`src/rtl/sled_pkg.sv`:
```
`timescale 1ns / 1ps
// ----------------------------------------------------------------------------
// sled_pkg
// Shared types, character codes and helpers for the string literal escape
// decoder.
// ----------------------------------------------------------------------------
package sled_pkg;

    // One result beat
    typedef struct packed {
        logic [7:0] data;
        logic       is_end;
        logic       qerr;
    } res_t;

    // Hex digit lookup result
    typedef struct packed {
        logic       ok;
        logic [3:0] value;
    } hex_digit_t;

    localparam int unsigned MAX_RES = 3;

    localparam logic [7:0] CH_BSLASH = 8'h5C;
    localparam logic [7:0] CH_QUOTE  = 8'h22;
    localparam logic [7:0] CH_NL     = 8'h0A;
    localparam logic [7:0] CH_ZERO   = 8'h30;
    localparam logic [7:0] CH_SEVEN  = 8'h37;
    localparam logic [7:0] CH_NINE   = 8'h39;
    localparam logic [7:0] CH_LO_A   = 8'h61;
    localparam logic [7:0] CH_LO_F   = 8'h66;
    localparam logic [7:0] CH_UP_A   = 8'h41;
    localparam logic [7:0] CH_UP_F   = 8'h46;
    localparam logic [7:0] CH_LO_B   = 8'h62;
    localparam logic [7:0] CH_LO_N   = 8'h6E;
    localparam logic [7:0] CH_LO_R   = 8'h72;
    localparam logic [7:0] CH_LO_T   = 8'h74;
    localparam logic [7:0] CH_LO_V   = 8'h76;
    localparam logic [7:0] CH_LO_X   = 8'h78;
    localparam logic [7:0] CH_UP_X   = 8'h58;

    localparam logic [7:0] CODE_BS = 8'h08;
    localparam logic [7:0] CODE_FF = 8'h0C;
    localparam logic [7:0] CODE_NL = 8'h0A;
    localparam logic [7:0] CODE_CR = 8'h0D;
    localparam logic [7:0] CODE_HT = 8'h09;
    localparam logic [7:0] CODE_VT = 8'h0B;

    function automatic hex_digit_t hex_digit(input logic [7:0] b);
        hex_digit_t r;
        logic [7:0] d;
        r = '0;
        d = '0;
        if (b >= CH_ZERO && b <= CH_NINE) begin
            d = b - CH_ZERO;
            r.ok = 1'b1;
        end else if (b >= CH_LO_A && b <= CH_LO_F) begin
            d = b - CH_LO_A + 8'd10;
            r.ok = 1'b1;
        end else if (b >= CH_UP_A && b <= CH_UP_F) begin
            d = b - CH_UP_A + 8'd10;
            r.ok = 1'b1;
        end
        r.value = d[3:0];
        return r;
    endfunction

endpackage

```
`src/rtl/string_literal_escape_decoder.sv`:
```
`timescale 1ns / 1ps
// ----------------------------------------------------------------------------
// string_literal_escape_decoder
// Decodes the body bytes of a C string literal: control escapes, hex and
// octal escapes, line splices, joined and lone quotes, end marker.
// ----------------------------------------------------------------------------
// Results: the result beats of an accepted input beat are registered into the buffer and offered from the next cycle.
// Throughput: one input beat per cycle while each gives at most one result
//   and m_ready is high; a beat with more results (up to 3) holds the input
//   until the single result port takes its last entry from the three-entry result buffer.
// Reset: synchronous active-low aresetn empties the buffer, returns decoding
//   to normal and sets report_quote_error to 1.
module string_literal_escape_decoder
    import sled_pkg::*;
(
    input  logic       aclk,
    input  logic       aresetn,
    input  logic       cfg_wr_en,
    input  logic       cfg_wr_data,
    input  logic       s_valid,
    output logic       s_ready,
    input  logic [7:0] s_in_byte,
    input  logic       s_in_last,
    output logic       m_valid,
    input  logic       m_ready,
    output logic [7:0] m_out_byte,
    output logic       m_is_end,
    output logic       m_quote_error
);

    typedef enum logic [2:0] {
        MODE_NORMAL,
        MODE_ESCAPE,
        MODE_HEX,
        MODE_OCTAL,
        MODE_QUOTE
    } mode_t;

    mode_t      mode_reg, mode_next;
    logic [7:0] acc_reg, acc_next;
    logic [1:0] ocnt_reg, ocnt_next;
    logic       rqe_reg;

    res_t       slot_reg [MAX_RES];
    logic [1:0] cnt_reg;

    // candidate results in emit order: flush/flag, byte, trailing, end
    res_t       cand [4];
    logic [3:0] cand_en;
    res_t       list [MAX_RES];
    logic [2:0] n_res;

    logic       s_fire, m_fire;
    hex_digit_t hd;
    logic       is_oct;
    logic [7:0] oct_acc;
    logic [1:0] ocnt_inc;
    res_t       flag_res;
    res_t       end_res;

    assign m_valid       = (cnt_reg != 2'd0);
    assign m_out_byte    = slot_reg[0].data;
    assign m_is_end      = slot_reg[0].is_end;
    assign m_quote_error = slot_reg[0].qerr;
    assign s_ready       = (cnt_reg == 2'd0) || (cnt_reg == 2'd1 && m_ready);
    assign s_fire        = s_valid && s_ready;
    assign m_fire        = m_valid && m_ready;

    assign hd       = hex_digit(s_in_byte);
    assign is_oct   = (s_in_byte >= CH_ZERO) && (s_in_byte <= CH_SEVEN);
    assign oct_acc  = {acc_reg[4:0], s_in_byte[2:0]};
    assign ocnt_inc = ocnt_reg + 2'd1;
    assign flag_res = '{data: 8'h00, is_end: 1'b0, qerr: 1'b1};
    assign end_res  = '{data: 8'h00, is_end: 1'b1, qerr: 1'b0};

    always_comb begin
        logic do_normal;
        do_normal = 1'b0;
        mode_next = mode_reg;
        acc_next  = acc_reg;
        ocnt_next = ocnt_reg;
        cand_en   = '0;
        cand[0]   = '{data: acc_reg, is_end: 1'b0, qerr: 1'b0};
        cand[1]   = '{data: s_in_byte, is_end: 1'b0, qerr: 1'b0};
        cand[2]   = '0;
        cand[3]   = end_res;

        unique case (mode_reg)
            MODE_ESCAPE: begin
                mode_next = MODE_NORMAL;
                unique case (s_in_byte)
                    CH_LO_B: begin cand_en[1] = 1'b1; cand[1].data = CODE_BS; end
                    CH_LO_F: begin cand_en[1] = 1'b1; cand[1].data = CODE_FF; end
                    CH_LO_N: begin cand_en[1] = 1'b1; cand[1].data = CODE_NL; end
                    CH_LO_R: begin cand_en[1] = 1'b1; cand[1].data = CODE_CR; end
                    CH_LO_T: begin cand_en[1] = 1'b1; cand[1].data = CODE_HT; end
                    CH_LO_V: begin cand_en[1] = 1'b1; cand[1].data = CODE_VT; end
                    CH_LO_X, CH_UP_X: begin
                        mode_next = MODE_HEX;
                        acc_next  = 8'h00;
                    end
                    CH_NL: begin
                        // line splice: drop
                    end
                    default: begin
                        if (is_oct) begin
                            mode_next = MODE_OCTAL;
                            acc_next  = {5'd0, s_in_byte[2:0]};
                            ocnt_next = 2'd1;
                        end else begin
                            cand_en[1] = 1'b1;
                        end
                    end
                endcase
            end
            MODE_HEX: begin
                if (hd.ok) begin
                    acc_next = {acc_reg[3:0], hd.value};
                end else begin
                    cand_en[0] = 1'b1;
                    acc_next   = 8'h00;
                    mode_next  = MODE_NORMAL;
                    do_normal  = 1'b1;
                end
            end
            MODE_OCTAL: begin
                if (is_oct && ocnt_reg != 2'd3) begin
                    acc_next  = oct_acc;
                    ocnt_next = ocnt_inc;
                    if (ocnt_inc == 2'd3) begin
                        // third digit closes the escape
                        cand_en[1]   = 1'b1;
                        cand[1].data = oct_acc;
                        acc_next     = 8'h00;
                        ocnt_next    = 2'd0;
                        mode_next    = MODE_NORMAL;
                    end
                end else begin
                    cand_en[0] = 1'b1;
                    acc_next   = 8'h00;
                    ocnt_next  = 2'd0;
                    mode_next  = MODE_NORMAL;
                    do_normal  = 1'b1;
                end
            end
            MODE_QUOTE: begin
                mode_next = MODE_NORMAL;
                if (s_in_byte != CH_QUOTE) begin
                    cand_en[0] = rqe_reg;
                    cand[0]    = flag_res;
                    do_normal  = 1'b1;
                end
            end
            default: begin
                mode_next = MODE_NORMAL;
                do_normal = 1'b1;
            end
        endcase

        if (do_normal) begin
            priority if (s_in_byte == CH_BSLASH) begin
                mode_next = MODE_ESCAPE;
            end else if (s_in_byte == CH_QUOTE) begin
                mode_next = MODE_QUOTE;
            end else begin
                cand_en[1] = 1'b1;
            end
        end

        if (s_in_last) begin
            if (mode_next == MODE_HEX || mode_next == MODE_OCTAL) begin
                cand_en[2] = 1'b1;
                cand[2]    = '{data: acc_next, is_end: 1'b0, qerr: 1'b0};
            end else if (mode_next == MODE_QUOTE) begin
                cand_en[2] = rqe_reg;
                cand[2]    = flag_res;
            end
            cand_en[3] = 1'b1;
            mode_next  = MODE_NORMAL;
            acc_next   = 8'h00;
            ocnt_next  = 2'd0;
        end
    end

    // pack enabled candidates into the result list
    always_comb begin
        n_res = 3'd0;
        for (int i = 0; i < MAX_RES; i++) begin
            list[i] = '0;
        end
        for (int i = 0; i < 4; i++) begin
            if (cand_en[i] && n_res < 3'(MAX_RES)) begin
                list[n_res[1:0]] = cand[i];
                n_res = n_res + 3'd1;
            end
        end
    end

    always_ff @(posedge aclk) begin
        if (!aresetn) begin
            mode_reg <= MODE_NORMAL;
            acc_reg  <= 8'h00;
            ocnt_reg <= 2'd0;
            rqe_reg  <= 1'b1;
            cnt_reg  <= 2'd0;
        end else begin
            if (cfg_wr_en) begin
                rqe_reg <= cfg_wr_data;
            end
            // load a fresh list on accept, else advance on each taken beat
            if (s_fire) begin
                mode_reg <= mode_next;
                acc_reg  <= acc_next;
                ocnt_reg <= ocnt_next;
                cnt_reg  <= n_res[1:0];
                for (int i = 0; i < MAX_RES; i++) begin
                    slot_reg[i] <= list[i];
                end
            end else if (m_fire) begin
                cnt_reg <= cnt_reg - 2'd1;
                for (int i = 0; i < MAX_RES - 1; i++) begin
                    slot_reg[i] <= slot_reg[i + 1];
                end
            end
        end
    end

`ifndef SYNTHESIS
    a_busy_blocks_input: assert property (@(posedge aclk) disable iff (!aresetn)
        (cnt_reg > 2'd1) |-> !s_ready)
        else $error("input accepted while results still pending");

    a_last_gives_result: assert property (@(posedge aclk) disable iff (!aresetn)
        (s_fire && s_in_last) |=> (m_valid && mode_reg == MODE_NORMAL && acc_reg == 8'h00))
        else $error("last beat did not close the literal");

    a_end_is_clean: assert property (@(posedge aclk) disable iff (!aresetn)
        (m_valid && m_is_end) |-> (m_out_byte == 8'h00 && !m_quote_error))
        else $error("end marker carries data");

    a_octal_count: assert property (@(posedge aclk) disable iff (!aresetn)
        (mode_reg != MODE_OCTAL) |-> (ocnt_reg == 2'd0))
        else $error("octal digit count left over outside octal escape");
`endif

endmodule

```
`config.mk`:
```
export PLATFORM = sky130hd
export DESIGN_NAME = string_literal_escape_decoder
export DESIGN_NICKNAME = d
export VERILOG_FILES = /design/src/rtl/sled_pkg.sv /design/src/rtl/string_literal_escape_decoder.sv
export SDC_FILE = /design/constraint.sdc
export NUM_CORES = 1
export LEC_CHECK = 0
export ABC_AREA = 1
export CELL_PAD_IN_SITES_DETAIL_PLACEMENT = 1
export CELL_PAD_IN_SITES_GLOBAL_PLACEMENT = 2
export CORE_MARGIN = 3
export CORE_UTILIZATION = 33
export DETAILED_ROUTE_END_ITERATION = 10
export DONT_BUFFER_PORTS = 1
export PLACE_DENSITY = 0.74
export SLEW_MARGIN = 20
export SYNTH_ARGS = -nofsm -noshare
export SYNTH_HDL_FRONTEND = slang
export SYNTH_SLANG_ARGS = --single-unit
```
`constraint.sdc`:
```
create_clock -name aclk -period 5 [get_ports aclk]
set_clock_uncertainty 0.2 [all_clocks]
set_input_delay 1.5 -clock aclk [delete_from_list [all_inputs] [get_ports aclk]]
set_output_delay 1.5 -clock aclk [all_outputs]
set_load 0.005 [all_outputs]
```
# --- Word level (Yosys, flattened, before mapping) ---
# Memory sizes are Yosys's and may differ from the RTL's.
# Index checks and enable logic that the tools add are counted.
op_classes:
  addsub: 10
  eq_ne: 24
  n_lt_le_gt_ge: 16
  bitwise_logic: 8
  mux: 82
  reduce_logical: 26
ops:
  columns: ["operator", "count"]
  rows:
  - ["10-bit 2-to-1 mux", 10]
  - ["30-bit 2-to-1 mux", 3]
  - ["8-bit by 7-bit equality test with 1-bit output, second input constant", 9]
  - ["30-bit bitwise mux", 2]
  - ["10-bit demux with 2-bit select", 3]
  - ["8-bit 2-to-1 mux", 7]
  - ["8-bit case mux with 6 select lines", 1]
  - ["8-bit case mux with 2 select lines", 2]
  - ["27-bit bitwise AND", 1]
  - ["3-bit 2-to-1 mux", 9]
  - ["27-bit NOT", 1]
  - ["1-bit 2-to-1 mux", 24]
  - ["8-bit case mux with 3 select lines", 1]
  - ["2-bit 2-to-1 mux", 10]
  - ["8-bit by 7-bit greater-or-equal comparator with 1-bit output, second input constant", 2]
  - ["8-bit by 6-bit less-or-equal comparator with 1-bit output, second input constant", 2]
  - ["8-bit by 7-bit less-or-equal comparator with 1-bit output, second input constant", 2]
  - ["1-bit logical AND", 14]
  - ["3-bit by 2-bit equality test with 1-bit output, second input constant", 4]
  - ["4-bit 2-to-1 mux", 3]
  - ["4-bit by 1-bit subtractor with 4-bit output, second input constant", 3]
  - ["3-bit greater-or-equal comparator, second input constant", 3]
  - ["3-bit by 1-bit < comparator with 1-bit output, second input constant", 3]
  - ["3-bit by 2-bit < comparator with 1-bit output, second input constant", 3]
  - ["other kinds (32)", 44]
word_totals:
  mem_count: 1
  ram_bits: 30
  ff_bits: 16
  in_bits: 15
mem_list:
  columns: ["memory", "words", "width", "rd", "rd_ports_with_merged_regs", "write_ports", "line", "text"]
  rows:
  - ["slot_reg", 3, 10, 3, 0, 3, "string_literal_escape_decoder.sv:44", "res_t slot_reg [MAX_RES];"]

# --- Longest topological paths before layout ---
depth:
  word_depth: 25
  depth_mapped: 25
  depth_no_buf: 25

# --- Worst setup path after synthesis ---
# OpenSTA, ideal clock, no wires.
synth_timing:
  path_kind: "input-to-reg"
  startpoint: "in s_in_byte[0]"
  endpoint: "mem slot_reg[1][5] (netlist bit), data pin"
  arrival_time_ns: 4.582
  path_stages: 20
  setup_slack_ns: -0.044
  setup_ns: 0.262
  n_path_buf: 1
  required_ns: 4.538
  cell_sequence: "inv_1 -> ha_1 -> inv_1 -> nor3_1 -> nand4_1 -> inv_1 -> nor2_1 -> nand2_1 -> nand3_2 -> buf_2 -> ha_1 -> nand2_1 -> nand2_4 -> inv_6 -> fa_1 -> a21oi_1 -> inv_1 -> nor2_1 -> nand3b_4 -> nor2_1"
synth_lines:
  columns: ["element", "line", "text"]
  rows:
  - ["start: declaration", "string_literal_escape_decoder.sv:22", "input logic [7:0] s_in_byte,"]
  - ["end: declaration", "string_literal_escape_decoder.sv:44", null]

==> impl_metrics.yaml <==
flow_run:
  maxCapViolCount: 0
synthesis:
  synth_ff_type: "edfxtp_1"
  synth.distinct_cells: 40
  async_reset_ff_share_pct: 0
  yosysMostFrequentCell: "nand2_1"
  synth_top_area_share_pct: 26.3
  synth_top_area_cell: "edfxtp_1"
  yosysWarnings: 0
  synth_area_sq_um: 3430
  synthTopCellsByArea: "edfxtp_1 (26%), nand2_1 (16%), dfxtp_1 (9.3%), nand3_1 (7.0%), inv_1 (5.0%)"
  synthCells: 475
  ys_ff_latch: 46
  syn_area_per_cell_sq_um: 7.21
  synth_common_cells: "nand2_1 (143), nand3_1 (48), inv_1 (46)"
  syn-num-nets: 504
  yosysSeqAreaShare_pct: 35.6
  synth_edf_count: 30
cells_and_area:
  drive_gt1_share_pct: 16.7
  insertedDiodeCount: 0
  fillers: 1263
  area_growth_pct: 10.8
  largest_reg_flops: 30
  finish.utilization_pct: 38.1
  finalNetCount: 520
  layout.cells.non_filler: 625
worst_setup_path:
  worstSetupPathType: "in -> reg"
  endpoint_kind: "flop"
  required_ns: 4.97
  cp.arrival_ns: 4.65
  r2r_cells: 20
  cp-start-kind: "primary input"
  critPathMaxFanout: 10
power_and_ir_drop:
  p_comb_share_pct: 22.8
  ir_drop_mv: 0.176
  power_density_nw_per_um2: 255
  p_int_uw: 637
  p_leak_nw: 1.67
  power_frac_clock_pct: 26.4
  seq_power_share_pct: 50.8
  p_sw_share_pct: 34.4
  switchingPower_uw: 333
outcome:
  outcome: "completed"
global_routing:
  antenna_found_initial: 0
  grt_pass1_wl_um: 17300
  grt_usage_pct: 19.0
  grt_pass1_vias: 3449
  grt_max_degree: 21
  grt_overflow: 0
clock_tree:
  clock_path_buffers: 2
  cts.sinks: 46
  cts_root_buffer: "clkbuf_8"
  cts_tree: "done"
  cts_max_level: 2
  cts_buffers: 5
  worstSkewPairLatency_ns: 0.31
  path_clk_slew_ns: 0.11
drt:
  wire_per_inst_um: 16.8
  ant_nets: 0
  vias: 3264
  drt_iter0_markers: 148
  wl_um: 10500
  drc_errors: 0
  viasPerCell: 5.22
  firstDrtPassIters: 4
timing:
  fin_crit_sh_pct: 93.5
  slew_headroom_pct: 53.9
  final-hold-violation-count: 0
  fin_setup_tns_ns: 0
  worst_slew_pin_slew_ns: 0.690
  fmax_ghz: 0.214
  period_needed_ns: 4.68
  worst_slack_ns: 0.323
  rsz0062_at_grt: "no"
  setup_violations: 0
  whs_ns: 0.302
  slew_viol_final: 0
floorplanning:
  die_w_um: 108
  die_h_um: 108
  io_pins: 27
  start_util_pct: 34.4
  placementRows: 36
  dieArea_sq_um: 11600
  core_sq_um: 9950
worst_hold_path:
  hold_class: "reg -> reg"
  hold_depth: 2
place:
  gp_congestion: 0.850
  hpwl_um: 8490
  dp.cells: 616
  port_buffers: 0
  pre_cts_ws_ns: -0.117
-- layer usage --
layer	share of wire [%]	GRT usage, %	up-vias
met1	48	25.2	1602
met4	0.38	2.89	0
met5	0	0	-
met2	48	32.9	45
li1	-	-	1613
met3	3.3	3.18	4
-- cell type report --
class                      instances  area (sq um)  area share, %
clock inverter                     3          25.0          0.659
sequential                        46          1220           32.2
timing repair buffer              22           165           4.35
inverter                          58           226           5.97
tap                              133           166           4.38
multi-input combinational        358          1920           50.7
clock buffer                       5          68.8           1.81
-- placed cells by master, fill, tap and decap left out, types with 3 or more instances in the layout --
cell type    n
a21oi_1     20
buf_4       22
clkbuf_8     5
dfxtp_1     16
edfxtp_1    30
ha_1        13
inv_1       46
inv_2        9
nand2_1    143
nand2_2      9
nand2_4      3
nand3_1     47
nand3_2      9
nand4_1      8
nor2_1      40
nor2_2       4
nor2_4       3
nor3_1       3
o21ai_0     19
o21ai_1      4
o22ai_1     13
-- path summary, 6_finish.rpt --
| check | start | endpoint | slack, ns |
|---|---|---|---|
| setup reg to reg | mode_reg[1] | slot_reg[1][5] | 1.23 |
| hold reg to reg | acc_reg[6] | acc_reg[6] | 0.30 |
| hold / removal | acc_reg[6] | acc_reg[6] | 0.30 |
| setup / recovery | s_in_byte[0] | slot_reg[0][8] | 0.32 |
-- power groups by stage --
| stage | registers [mW] | logic, mW | clock network, mW |
|---|---|---|---|
| CTS | 0.494 | 0.223 | 0.261 |
| floorplan | 0.493 | 0.174 | 0 |
| detailed placement | 0.502 | 0.222 | 0 |
| global placement | 0.502 | 0.213 | 0 |
| finish | 0.492 | 0.222 | 0.256 |
| global route | 0.498 | 0.254 | 0.275 |
-- through the flow --
step / instance area (sq um) / power [mW]
finish: 3800 / 0.970
global route: 3800 / 1.03
CTS: 3770 / 0.979
detailed placement: 3670 / 0.725
global placement: 3670 / 0.715
floorplan: 3430 / 0.667
-- repair_timing --
item / CTS / global route
hold buffers: 0 / 0
endpoints found under the setup margin: 0 / 26
buffers inserted: 0 / 1
gates resized for setup: 0 / 5
-- worst max-delay path, cell delays in order --
cell and delay [ns]:
inv_1 0.05, ha_1 0.21, buf_4 0.14, nand2_1 0.05, nand3_1 0.07, nand3_1 0.15, nand3_2 0.15, nand2_2 0.10
inv_1 0.05, nand2_1 0.07, nand2_2 0.06, nand3_4 0.06, buf_4 0.19, ha_1 0.17, nand2_1 0.10, nand2_4 0.11
inv_6 0.03, fa_2 0.61, inv_1 0.07, ha_1 0.18, nand2_1 0.07, nand2_1 0.10, inv_4 0.14, nand3_1 0.13
nand2_1 0.08
-- logic make-up (layout without fill, tap and decap cells) --
family | after synthesis | count (layout) | share of synthesized area [%]
flip-flops | 46 | 46 | 35.6
AO/OA/AOI/OAI | 67 | 67 | 11.2
buffers and inverters | 71 | 88 | 9.20
AND/OR/NAND/NOR | 277 | 277 | 38.6
adder cells (fa/ha/maj) | 14 | 14 | 5.33
Power figures use the tool's default switching activity.
